==> src/least_squares_line_fit_defines.svh <==
// ----------------------------------------------------------------------------
// least_squares_line_fit_defines.svh
// Assertion macros shared by the line-fit block.
// ----------------------------------------------------------------------------
`ifndef LEAST_SQUARES_LINE_FIT_DEFINES_SVH
`define LEAST_SQUARES_LINE_FIT_DEFINES_SVH

// same-cycle implication, sampled on clk, off during reset
`define LSFIT_ASSERT_NOW(lbl, ante, cons, msg) \
    lbl: assert property (@(posedge clk) disable iff (!rst_n) (ante) |-> (cons)) \
        else $error(msg);

// next-cycle implication, sampled on clk, off during reset
`define LSFIT_ASSERT_NEXT(lbl, ante, cons, msg) \
    lbl: assert property (@(posedge clk) disable iff (!rst_n) (ante) |=> (cons)) \
        else $error(msg);

`endif

==> src/lsfit_pkg.sv <==
// ----------------------------------------------------------------------------
// lsfit_pkg
// Widths, operand codes and controller/datapath interface types.
// ----------------------------------------------------------------------------
package lsfit_pkg;

    localparam int CNT_W   = 17;
    localparam int SX_W    = 33;
    localparam int SXX_W   = 47;
    localparam int SXY_W   = 48;
    localparam int RES_W   = 48;
    localparam int OPND_W  = 49;   // signed operand into the serial multiplier
    localparam int MAG_W   = 48;
    localparam int PROD_W  = 96;
    localparam int NUM_W   = 80;   // signed numerator / denominator accumulator
    localparam int DEN_W   = 64;
    localparam int MUL_STEPS = 48;
    localparam int MCNT_W  = 6;

    typedef enum logic [2:0] {
        SEL_N_SXX,
        SEL_SX_SX,
        SEL_N_SXY,
        SEL_SX_SY,
        SEL_SXX_SY,
        SEL_SXY_SX
    } mul_sel_t;

    typedef struct packed {
        logic     acc_en;
        logic     acc_clear;
        logic     mul_start;
        logic     mul_first;
        logic     mul_sub;
        mul_sel_t mul_sel;
        logic     latch_den;
        logic     zero_res;
        logic     div_start;
        logic     div_to_slope;
        logic     load_out;
    } cmd_t;

    typedef struct packed {
        logic mul_done;
        logic div_done;
        logic den_zero;
    } stat_t;

endpackage

==> src/lsfit_dp.sv <==
// ----------------------------------------------------------------------------
// lsfit_dp
// Running sums, shift-add multiplier, restoring divider and result registers.
// ----------------------------------------------------------------------------
module lsfit_dp #(
    parameter int MAX_POINTS    = 65536,
    parameter int SAMPLE_BITS   = 16,
    parameter int FRACTION_BITS = 16
) (
    input  logic                               clk,
    input  logic                               rst_n,
    input  lsfit_pkg::cmd_t                    cmd,
    output lsfit_pkg::stat_t                   stat,
    input  logic signed [15:0]                 x_value,
    input  logic signed [15:0]                 y_value,
    output logic signed [lsfit_pkg::RES_W-1:0] slope,
    output logic signed [lsfit_pkg::RES_W-1:0] intercept,
    output logic [lsfit_pkg::CNT_W-1:0]        point_count,
    output logic                               degenerate
);
    import lsfit_pkg::*;

    localparam int DIV_W  = NUM_W - 1 + FRACTION_BITS;
    localparam int DCNT_W = $clog2(DIV_W + 1);

    // accumulators
    logic [CNT_W-1:0]        count_reg;
    logic signed [SX_W-1:0]  sum_x_reg;
    logic signed [SX_W-1:0]  sum_y_reg;
    logic [SXX_W-1:0]        sum_xx_reg;
    logic signed [SXY_W-1:0] sum_xy_reg;

    logic signed [SAMPLE_BITS-1:0] x_smp;
    logic signed [SAMPLE_BITS-1:0] y_smp;
    logic signed [15:0]            x_s;
    logic signed [15:0]            y_s;
    logic signed [31:0]            xx;
    logic signed [31:0]            xy;

    assign x_smp = x_value[SAMPLE_BITS-1:0];
    assign y_smp = y_value[SAMPLE_BITS-1:0];
    assign x_s   = 16'(x_smp);
    assign y_s   = 16'(y_smp);
    assign xx    = x_s * x_s;
    assign xy    = x_s * y_s;

    always_ff @(posedge clk or negedge rst_n)
    begin
        if (!rst_n)
        begin
            count_reg  <= '0;
            sum_x_reg  <= '0;
            sum_y_reg  <= '0;
            sum_xx_reg <= '0;
            sum_xy_reg <= '0;
        end
        else if (cmd.acc_clear)
        begin
            count_reg  <= '0;
            sum_x_reg  <= '0;
            sum_y_reg  <= '0;
            sum_xx_reg <= '0;
            sum_xy_reg <= '0;
        end
        else if (cmd.acc_en && (count_reg < CNT_W'(MAX_POINTS)))
        begin
            count_reg  <= count_reg + 1'b1;
            sum_x_reg  <= sum_x_reg + SX_W'(x_s);
            sum_y_reg  <= sum_y_reg + SX_W'(y_s);
            sum_xx_reg <= sum_xx_reg + SXX_W'(xx);
            sum_xy_reg <= sum_xy_reg + SXY_W'(xy);
        end
    end

    // operand select
    logic signed [OPND_W-1:0] op_n;
    logic signed [OPND_W-1:0] op_sx;
    logic signed [OPND_W-1:0] op_sy;
    logic signed [OPND_W-1:0] op_sxx;
    logic signed [OPND_W-1:0] op_sxy;
    logic signed [OPND_W-1:0] op_a;
    logic signed [OPND_W-1:0] op_b;
    logic signed [OPND_W-1:0] op_a_neg;
    logic signed [OPND_W-1:0] op_b_neg;
    logic [MAG_W-1:0]         mag_a;
    logic [MAG_W-1:0]         mag_b;

    assign op_n   = OPND_W'($signed({1'b0, count_reg}));
    assign op_sxx = OPND_W'($signed({1'b0, sum_xx_reg}));
    assign op_sx  = OPND_W'(sum_x_reg);
    assign op_sy  = OPND_W'(sum_y_reg);
    assign op_sxy = OPND_W'(sum_xy_reg);

    always_comb
    begin
        case (cmd.mul_sel)
            SEL_N_SXX:  begin op_a = op_n;   op_b = op_sxx; end
            SEL_SX_SX:  begin op_a = op_sx;  op_b = op_sx;  end
            SEL_N_SXY:  begin op_a = op_n;   op_b = op_sxy; end
            SEL_SX_SY:  begin op_a = op_sx;  op_b = op_sy;  end
            SEL_SXX_SY: begin op_a = op_sxx; op_b = op_sy;  end
            SEL_SXY_SX: begin op_a = op_sxy; op_b = op_sx;  end
            default:    begin op_a = '0;     op_b = '0;     end
        endcase
    end

    assign op_a_neg = -op_a;
    assign op_b_neg = -op_b;
    assign mag_a = op_a[OPND_W-1] ? MAG_W'(op_a_neg) : MAG_W'(op_a);
    assign mag_b = op_b[OPND_W-1] ? MAG_W'(op_b_neg) : MAG_W'(op_b);

    // shift-add multiplier
    logic [PROD_W-1:0]       prod_reg;
    logic [PROD_W-1:0]       mcand_reg;
    logic [MAG_W-1:0]        mplier_reg;
    logic [MCNT_W-1:0]       mcnt_reg;
    logic                    mneg_reg;
    logic                    mul_done_reg;
    logic signed [NUM_W-1:0] num_reg;
    logic signed [NUM_W-1:0] prod_s;

    assign prod_s = mneg_reg ? -$signed(NUM_W'(prod_reg)) : $signed(NUM_W'(prod_reg));

    always_ff @(posedge clk or negedge rst_n)
    begin
        if (!rst_n)
        begin
            mcnt_reg     <= '0;
            mul_done_reg <= 1'b0;
        end
        else
        begin
            mul_done_reg <= 1'b0;
            if (cmd.mul_start)
            begin
                mcnt_reg <= MCNT_W'(MUL_STEPS);
            end
            else if (mcnt_reg != '0)
            begin
                mcnt_reg     <= mcnt_reg - 1'b1;
                mul_done_reg <= (mcnt_reg == MCNT_W'(1));
            end
        end
    end

    always_ff @(posedge clk)
    begin
        if (cmd.mul_start)
        begin
            prod_reg   <= '0;
            mcand_reg  <= PROD_W'(mag_a);
            mplier_reg <= mag_b;
            mneg_reg   <= op_a[OPND_W-1] ^ op_b[OPND_W-1] ^ cmd.mul_sub;
            if (cmd.mul_first)
            begin
                num_reg <= '0;
            end
        end
        else
        begin
            if (mcnt_reg != '0)
            begin
                if (mplier_reg[0])
                begin
                    prod_reg <= prod_reg + mcand_reg;
                end
                mcand_reg  <= mcand_reg << 1;
                mplier_reg <= mplier_reg >> 1;
            end
            if (mul_done_reg)
            begin
                num_reg <= num_reg + prod_s;
            end
        end
    end

    // restoring divider: quotient bits shift into the dividend register
    logic [DEN_W-1:0]  den_reg;
    logic              deg_reg;
    logic [DIV_W-1:0]  dvd_reg;
    logic [DEN_W-1:0]  rem_reg;
    logic [DCNT_W-1:0] dcnt_reg;
    logic              dneg_reg;
    logic              div_fin_reg;
    logic [DEN_W:0]    rem_sh;
    logic              rem_ge;
    logic [DEN_W:0]    rem_sub;
    logic [NUM_W-2:0]  num_mag;
    logic signed [NUM_W-1:0] num_neg;

    assign num_neg = -num_reg;
    assign num_mag = num_reg[NUM_W-1] ? num_neg[NUM_W-2:0] : num_reg[NUM_W-2:0];
    assign rem_sh  = {rem_reg, dvd_reg[DIV_W-1]};
    assign rem_ge  = rem_sh >= {1'b0, den_reg};
    assign rem_sub = rem_sh - {1'b0, den_reg};

    always_ff @(posedge clk or negedge rst_n)
    begin
        if (!rst_n)
        begin
            dcnt_reg    <= '0;
            div_fin_reg <= 1'b0;
        end
        else
        begin
            div_fin_reg <= 1'b0;
            if (cmd.div_start)
            begin
                dcnt_reg <= DCNT_W'(DIV_W);
            end
            else if (dcnt_reg != '0)
            begin
                dcnt_reg    <= dcnt_reg - 1'b1;
                div_fin_reg <= (dcnt_reg == DCNT_W'(1));
            end
        end
    end

    always_ff @(posedge clk)
    begin
        if (cmd.div_start)
        begin
            dvd_reg  <= DIV_W'(num_mag) << FRACTION_BITS;
            rem_reg  <= '0;
            dneg_reg <= num_reg[NUM_W-1];
        end
        else if (dcnt_reg != '0)
        begin
            rem_reg <= rem_ge ? rem_sub[DEN_W-1:0] : rem_sh[DEN_W-1:0];
            dvd_reg <= {dvd_reg[DIV_W-2:0], rem_ge};
        end
    end

    // round half away from zero, then saturate
    logic             rnd_up;
    logic [DIV_W:0]   q_rnd;
    logic [RES_W-1:0] q_lim;
    logic [RES_W-1:0] q_mag;
    logic [RES_W-1:0] q_mag_neg;
    logic [RES_W-1:0] q_res;

    assign rnd_up    = {rem_reg, 1'b0} >= {1'b0, den_reg};
    assign q_rnd     = {1'b0, dvd_reg} + (DIV_W + 1)'(rnd_up);
    assign q_lim     = dneg_reg ? {1'b1, {(RES_W-1){1'b0}}} : {1'b0, {(RES_W-1){1'b1}}};
    assign q_mag     = (q_rnd > (DIV_W + 1)'(q_lim)) ? q_lim : q_rnd[RES_W-1:0];
    assign q_mag_neg = -q_mag;
    assign q_res     = dneg_reg ? q_mag_neg : q_mag;

    logic signed [RES_W-1:0] slope_res_reg;
    logic signed [RES_W-1:0] icpt_res_reg;

    always_ff @(posedge clk)
    begin
        if (cmd.latch_den)
        begin
            den_reg <= num_reg[DEN_W-1:0];
            deg_reg <= (num_reg == '0);
        end
        if (cmd.zero_res)
        begin
            slope_res_reg <= '0;
            icpt_res_reg  <= '0;
        end
        else if (div_fin_reg)
        begin
            if (cmd.div_to_slope)
            begin
                slope_res_reg <= $signed(q_res);
            end
            else
            begin
                icpt_res_reg <= $signed(q_res);
            end
        end
        if (cmd.load_out)
        begin
            slope       <= slope_res_reg;
            intercept   <= icpt_res_reg;
            point_count <= count_reg;
            degenerate  <= deg_reg;
        end
    end

    assign stat.mul_done = mul_done_reg;
    assign stat.div_done = div_fin_reg;
    assign stat.den_zero = (num_reg == '0);

endmodule

==> src/lsfit_ctrl.sv <==
// ----------------------------------------------------------------------------
// lsfit_ctrl
// Sequencer: accumulate, form denominator, two numerators, two divides, emit.
// ----------------------------------------------------------------------------
module lsfit_ctrl (
    input  logic             clk,
    input  logic             rst_n,
    input  logic             in_valid,
    output logic             in_stall,
    input  logic             last_point,
    output logic             out_valid,
    input  logic             out_stall,
    input  lsfit_pkg::stat_t stat,
    output lsfit_pkg::cmd_t  cmd
);
    import lsfit_pkg::*;

    typedef enum logic [3:0] {
        S_ACC,
        S_DEN_A,
        S_DEN_B,
        S_DEN_CHK,
        S_SLP_A,
        S_SLP_B,
        S_SLP_DIV,
        S_ICP_A,
        S_ICP_B,
        S_ICP_DIV,
        S_EMIT
    } state_t;

    state_t state_reg;
    state_t state_next;
    logic   start_reg;
    logic   start_next;
    logic   out_valid_reg;
    logic   out_valid_next;
    logic   out_free;

    assign out_free = !(out_valid_reg && out_stall);

    always_comb
    begin
        state_next = state_reg;
        case (state_reg)
            S_ACC:     if (in_valid && last_point) state_next = S_DEN_A;
            S_DEN_A:   if (stat.mul_done) state_next = S_DEN_B;
            S_DEN_B:   if (stat.mul_done) state_next = S_DEN_CHK;
            S_DEN_CHK: state_next = stat.den_zero ? S_EMIT : S_SLP_A;
            S_SLP_A:   if (stat.mul_done) state_next = S_SLP_B;
            S_SLP_B:   if (stat.mul_done) state_next = S_SLP_DIV;
            S_SLP_DIV: if (stat.div_done) state_next = S_ICP_A;
            S_ICP_A:   if (stat.mul_done) state_next = S_ICP_B;
            S_ICP_B:   if (stat.mul_done) state_next = S_ICP_DIV;
            S_ICP_DIV: if (stat.div_done) state_next = S_EMIT;
            S_EMIT:    if (out_free) state_next = S_ACC;
            default:   state_next = S_ACC;
        endcase
        // one start pulse on entry to each multiply or divide step
        start_next = (state_next != state_reg) && (state_next != S_DEN_CHK)
                     && (state_next != S_EMIT) && (state_next != S_ACC);
        out_valid_next = cmd.load_out || (out_valid_reg && out_stall);
    end

    always_comb
    begin
        cmd = '0;
        cmd.acc_en       = (state_reg == S_ACC) && in_valid;
        cmd.load_out     = (state_reg == S_EMIT) && out_free;
        cmd.acc_clear    = cmd.load_out;
        cmd.mul_first    = (state_reg == S_DEN_A) || (state_reg == S_SLP_A)
                           || (state_reg == S_ICP_A);
        cmd.mul_sub      = (state_reg == S_DEN_B) || (state_reg == S_SLP_B)
                           || (state_reg == S_ICP_B);
        cmd.mul_start    = start_reg && (cmd.mul_first || cmd.mul_sub);
        cmd.div_start    = start_reg && ((state_reg == S_SLP_DIV) || (state_reg == S_ICP_DIV));
        cmd.div_to_slope = (state_reg == S_SLP_DIV);
        cmd.latch_den    = (state_reg == S_DEN_CHK);
        cmd.zero_res     = (state_reg == S_DEN_CHK) && stat.den_zero;
        case (state_reg)
            S_DEN_A: cmd.mul_sel = SEL_N_SXX;
            S_DEN_B: cmd.mul_sel = SEL_SX_SX;
            S_SLP_A: cmd.mul_sel = SEL_N_SXY;
            S_SLP_B: cmd.mul_sel = SEL_SX_SY;
            S_ICP_A: cmd.mul_sel = SEL_SXX_SY;
            S_ICP_B: cmd.mul_sel = SEL_SXY_SX;
            default: cmd.mul_sel = SEL_N_SXX;
        endcase
    end

    always_ff @(posedge clk or negedge rst_n)
    begin
        if (!rst_n)
        begin
            state_reg     <= S_ACC;
            start_reg     <= 1'b0;
            out_valid_reg <= 1'b0;
        end
        else
        begin
            state_reg     <= state_next;
            start_reg     <= start_next;
            out_valid_reg <= out_valid_next;
        end
    end

    assign in_stall  = (state_reg != S_ACC);
    assign out_valid = out_valid_reg;

endmodule

==> src/least_squares_line_fit.sv <==
// ----------------------------------------------------------------------------
// least_squares_line_fit
// Streaming least-squares line fit with fixed-point slope and intercept.
// ----------------------------------------------------------------------------
// Points are taken one per cycle while in_stall is low and folded into the
// count and the sums of x, y, x*x and x*y. A point marked last starts the fit
// and the input stalls until it is done: six 48-step shift-add multiplies
// form the denominator and the two numerators, and two restoring divides of
// 79+FRACTION_BITS steps each give slope and intercept. When the denominator
// is zero, the fit stops after it and emits zero results. The output
// register lets the next data set accumulate while the result waits to be
// taken.
module least_squares_line_fit #(
    parameter int MAX_POINTS    = 65536,
    parameter int SAMPLE_BITS   = 16,
    parameter int FRACTION_BITS = 16
) (
    input  logic                               clk,
    input  logic                               rst_n,
    input  logic                               in_valid,
    output logic                               in_stall,
    input  logic signed [15:0]                 x_value,
    input  logic signed [15:0]                 y_value,
    input  logic                               last_point,
    output logic                               out_valid,
    input  logic                               out_stall,
    output logic signed [lsfit_pkg::RES_W-1:0] slope,
    output logic signed [lsfit_pkg::RES_W-1:0] intercept,
    output logic [lsfit_pkg::CNT_W-1:0]        point_count,
    output logic                               degenerate
);
    import lsfit_pkg::*;

    `include "least_squares_line_fit_defines.svh"

    cmd_t  cmd;
    stat_t stat;

    lsfit_ctrl u_ctrl (
        .clk        (clk),
        .rst_n      (rst_n),
        .in_valid   (in_valid),
        .in_stall   (in_stall),
        .last_point (last_point),
        .out_valid  (out_valid),
        .out_stall  (out_stall),
        .stat       (stat),
        .cmd        (cmd)
    );

    lsfit_dp #(
        .MAX_POINTS    (MAX_POINTS),
        .SAMPLE_BITS   (SAMPLE_BITS),
        .FRACTION_BITS (FRACTION_BITS)
    ) u_dp (
        .clk         (clk),
        .rst_n       (rst_n),
        .cmd         (cmd),
        .stat        (stat),
        .x_value     (x_value),
        .y_value     (y_value),
        .slope       (slope),
        .intercept   (intercept),
        .point_count (point_count),
        .degenerate  (degenerate)
    );

    `LSFIT_ASSERT_NEXT(a_last_stalls, in_valid && !in_stall && last_point, in_stall, "fit not started")
    `LSFIT_ASSERT_NOW(a_degen_zero, out_valid && degenerate, (slope | intercept) == '0, "nonzero fit")
    `LSFIT_ASSERT_NOW(a_mul_div_excl, stat.mul_done, !stat.div_done, "mul and div done together")

endmodule
==> config.mk <==
export PLATFORM = sky130hd
export DESIGN_NAME = least_squares_line_fit
export DESIGN_NICKNAME = d
export VERILOG_FILES = /design/src/lsfit_pkg.sv /design/src/lsfit_dp.sv /design/src/lsfit_ctrl.sv /design/src/least_squares_line_fit.sv
export VERILOG_INCLUDE_DIRS = /design/src /design/src/src
export SDC_FILE = /design/constraint.sdc
export NUM_CORES = 2
export LEC_CHECK = 0
export BUFFER_PORTS_ARGS = -buffer_cell sky130_fd_sc_hd__buf_2
export CAP_MARGIN = 20
export CORE_UTILIZATION = 35
export DETAILED_ROUTE_END_ITERATION = 10
export GPL_TIMING_DRIVEN = 0
export PLACE_DENSITY = 0.59
export SETUP_SLACK_MARGIN = 0.3
export SYNTH_ARGS = -nofsm -noshare
export SYNTH_HDL_FRONTEND = slang
export SYNTH_HIERARCHICAL = 1
export SYNTH_SLANG_ARGS = --single-unit
==> constraint.sdc <==
create_clock -name clk -period 23.9 [get_ports clk]
set_input_delay 0 -clock clk [delete_from_list [all_inputs] [get_ports clk]]
set_output_delay 0 -clock clk [all_outputs]
set_load 0.005 [all_outputs]
==> flow_summary_export.csv <==
group,metric,value,unit
route,vias,72600,
final_layout,multiInputGateArea,57100,um2
floorplanning,rows,181,
clock_network,clock-root-buffer,"clkbuf_16",
synthesis,syn-num-nets,10900,
final_layout,regArea,23800,um2
final_layout,layout-drive-gt1-share,0.0589,
synthesis,synth_top_area_cell,"edfxtp_1",
floorplanning,die_w,497,um
floorplanning,start_util,0.352,
setup_path,cpMostUsedCell,"ha_1",
synthesis,synth.most_common_cell,"nand2_1",
setup_path,reg2reg_from,"u_dp/den_reg[56]",
clock_network,cts.sinks,923,
route,drtAntennaViolNets,0,
global_routing,grt_use_met1,0.269,
setup_path,cp-start-kind,"flop",
setup_path,worstSetupPathType,"reg -> reg",
final_layout,fillers,24300,
timing,relSlewSlack,0.192,
route,drt-total-wl,288,mm
route,vias_per_cell,5.48,
timing,fin_skew,43.0,ps
clock_network,cts_htree_levels,3,
timing,clock.fmax,0.0704,GHz
setup_path,crit_path_end_kind,"flop",
synthesis,ys_ff_latch,923,
synthesis,synth_top_cell_area_share,0.153,
global_routing,first_global_vias,73600,
setup_path,crit_slowest_cell,"nor4_1",
clock_network,cts_tree,"done",
synthesis,ys.flop_type,"edfxtp_1",
timing,hold_viol,0,
synthesis,synth.avg_cell_area,8.89,um2
global_routing,antenna_found_initial,6,
setup_path,cp.required,24590,ps
timing,post-route-period-util,0.595,
timing,tns,0,ps
synthesis,synthTopCellsByCount,"nand2_1 (1219), inv_1 (820), a21oi_1 (806), ha_1 (614), fa_1 (605)",
status,status,"completed",
timing,worst_pin_slew,1210,ps
route,drt-wirelength-per-cell,21.7,um
clock_network,cts.clk_slew.worst_paths,60,ps
global_routing,grt_max_degree,101,
route,first_iter_violations,5462,
final_layout,largest_register_ffs,95,
flow_run,maxCapViolations,0,
timing,finalSetupViolCount,0,
clock_network,clock_latency,770,ps
synthesis,yosys_warnings,6,
global_routing,overflow,0,
setup_path,worst-r2r-cell-count,45,
timing,rsz0062_at_grt,"no",
setup_path,arrival,14900,ps
global_routing,globalRouteMet3Util,0.0237,
synthesis,syn_area,85600,um2
place,hpwl,236,mm
synthesis,yosys-top-cells-area,"edfxtp_1 (15%), fa_1 (14%), ha_1 (9.0%), dfxtp_1 (6.7%), dfrtp_1 (5.8%)",
synthesis,synth-seq-area-share,0.278,
timing,drv_slew,0,
setup_path,crit_start,"u_dp/den_reg[56]",
synthesis,synth_edf_count,436,
global_routing,track_usage,0.232,
floorplanning,die_area,247000,um2
floorplanning,ios,153,
final_layout,area_delta_synth_final,11.0,%
place,gp_congestion,0.974,
timing,period_needed,14210,ps
global_routing,grt_busiest_layer,"met2",
setup_path,crit_fanout,10,
synthesis,syn-instance-count,9635,
global_routing,use_met2,0.409,
setup_path,crit_path_max_incr_delay,900,ps
floorplanning,core,243000,um2
global_routing,grt_pass1_wl,441,mm
min_path,hp-class,"in -> reg",
synthesis,async_flop_share,0.216,
setup_path,rr_endpoint,"u_dp/slope_res_reg[30]",
route,dr.pass1.iters,6,
route,drc_errors,0,
final_layout,final_nets,11200,
synthesis,ys_types,97,
setup_path,cp-endpoint,"u_dp/slope_res_reg[30]",
clock_network,clockBufferDepth,3,
clock_network,numCtsBuffers,107,
setup_path,rrSetupSlack,9690,ps
place,port_buffers,152,
floorplanning,die-height,497,um
## how the worst min path moves through the flow
stage,end,cells after the start,startpoint
after floorplan,u_ctrl/out_valid,0,rst_n
after global placement,u_ctrl/out_valid,3,out_stall
after detailed placement,u_dp/sum_xy_reg[38],1,rst_n
after CTS,u_dp/sum_y_reg[11],5,y_value[11]
after global routing,u_dp/sum_y_reg[11],5,y_value[11]
final,u_dp/sum_y_reg[4],5,y_value[4]
## layer usage
metal  share of wire  vias up
met3           0.050      699
li1                -    34200
met5         0.00016        -
met2            0.49     2428
met4           0.071        6
met1            0.39    35300
## layout make-up
class,count,area share
antenna,3,0.0000790
tap,3202,0.0422
timing repair buffer,202,0.0159
clock inverter,62,0.00861
sequential,923,0.251
inverter,821,0.0324
multi-input combinational,7458,0.601
clock buffer,142,0.0317
buffer,433,0.0177
## what timing repair did
item / in CTS / in global routing
setup buffers: 0 / 0
resized for setup: 0 / 0
hold endpoints to repair: 244 / 0
hold buffers: 26 / 0
endpoints found under the setup margin: 0 / 0
## stage by stage
step           setup WS (ps)  std cells  hold WS [ps]  cell area, um2   util
2_1_floorplan          14970       9635          -296           85600      -
5_1_grt                 8770      13200          84.8           95000  0.391
6_report                9690      13200          81.9           95000  0.391
3_5_place_dp            9970      13000           111           90900  0.374
3_3_place_gp           10060      13000           317           90400  0.372
4_1_cts                 9940      13200          1.57           95000  0.391
## critical path, delay by kind of cell (launching register included)
kind | cells | cell delay, ps
XOR/XNOR | 1 | 810
buffers and inverters | 5 | 1430
adder cells (fa/ha/maj) | 5 | 1500
AND/OR/NAND/NOR | 21 | 6340
AO/OA/AOI/OAI | 13 | 3600
flip-flops | 1 | 430
## cells in the final DEF, fill, tap and decap left out, types with 199 or more instances in the layout
master / netlist / routed
ha_1: 614 / 614
xor2_1: 209 / 209
edfxtp_1: 436 / 436
a21o_1: 275 / 275
fa_1: 605 / 604
a21oi_1: 806 / 805
dfrtp_1: 199 / 199
dfxtp_1: 288 / 288
o21ai_0: 414 / 414
inv_1: 820 / 820
xnor2_1: 496 / 495
nand2_1: 1219 / 1218
clkbuf_1: 380 / 397
nor2_1: 591 / 591
## logic make-up after synthesis
kind of cell,synth area share
and+or+nand+nor,0.166
AOI/OAI and AO/OA,0.168
buffers and inverters,0.0556
adders and majority gates,0.231
DFF,0.278
xor gates and xnor gates,0.0721
muxes,0.0286
Power is not shown: default switching activity piles up to over one toggle a cycle in this logic, so the estimate is an artifact.
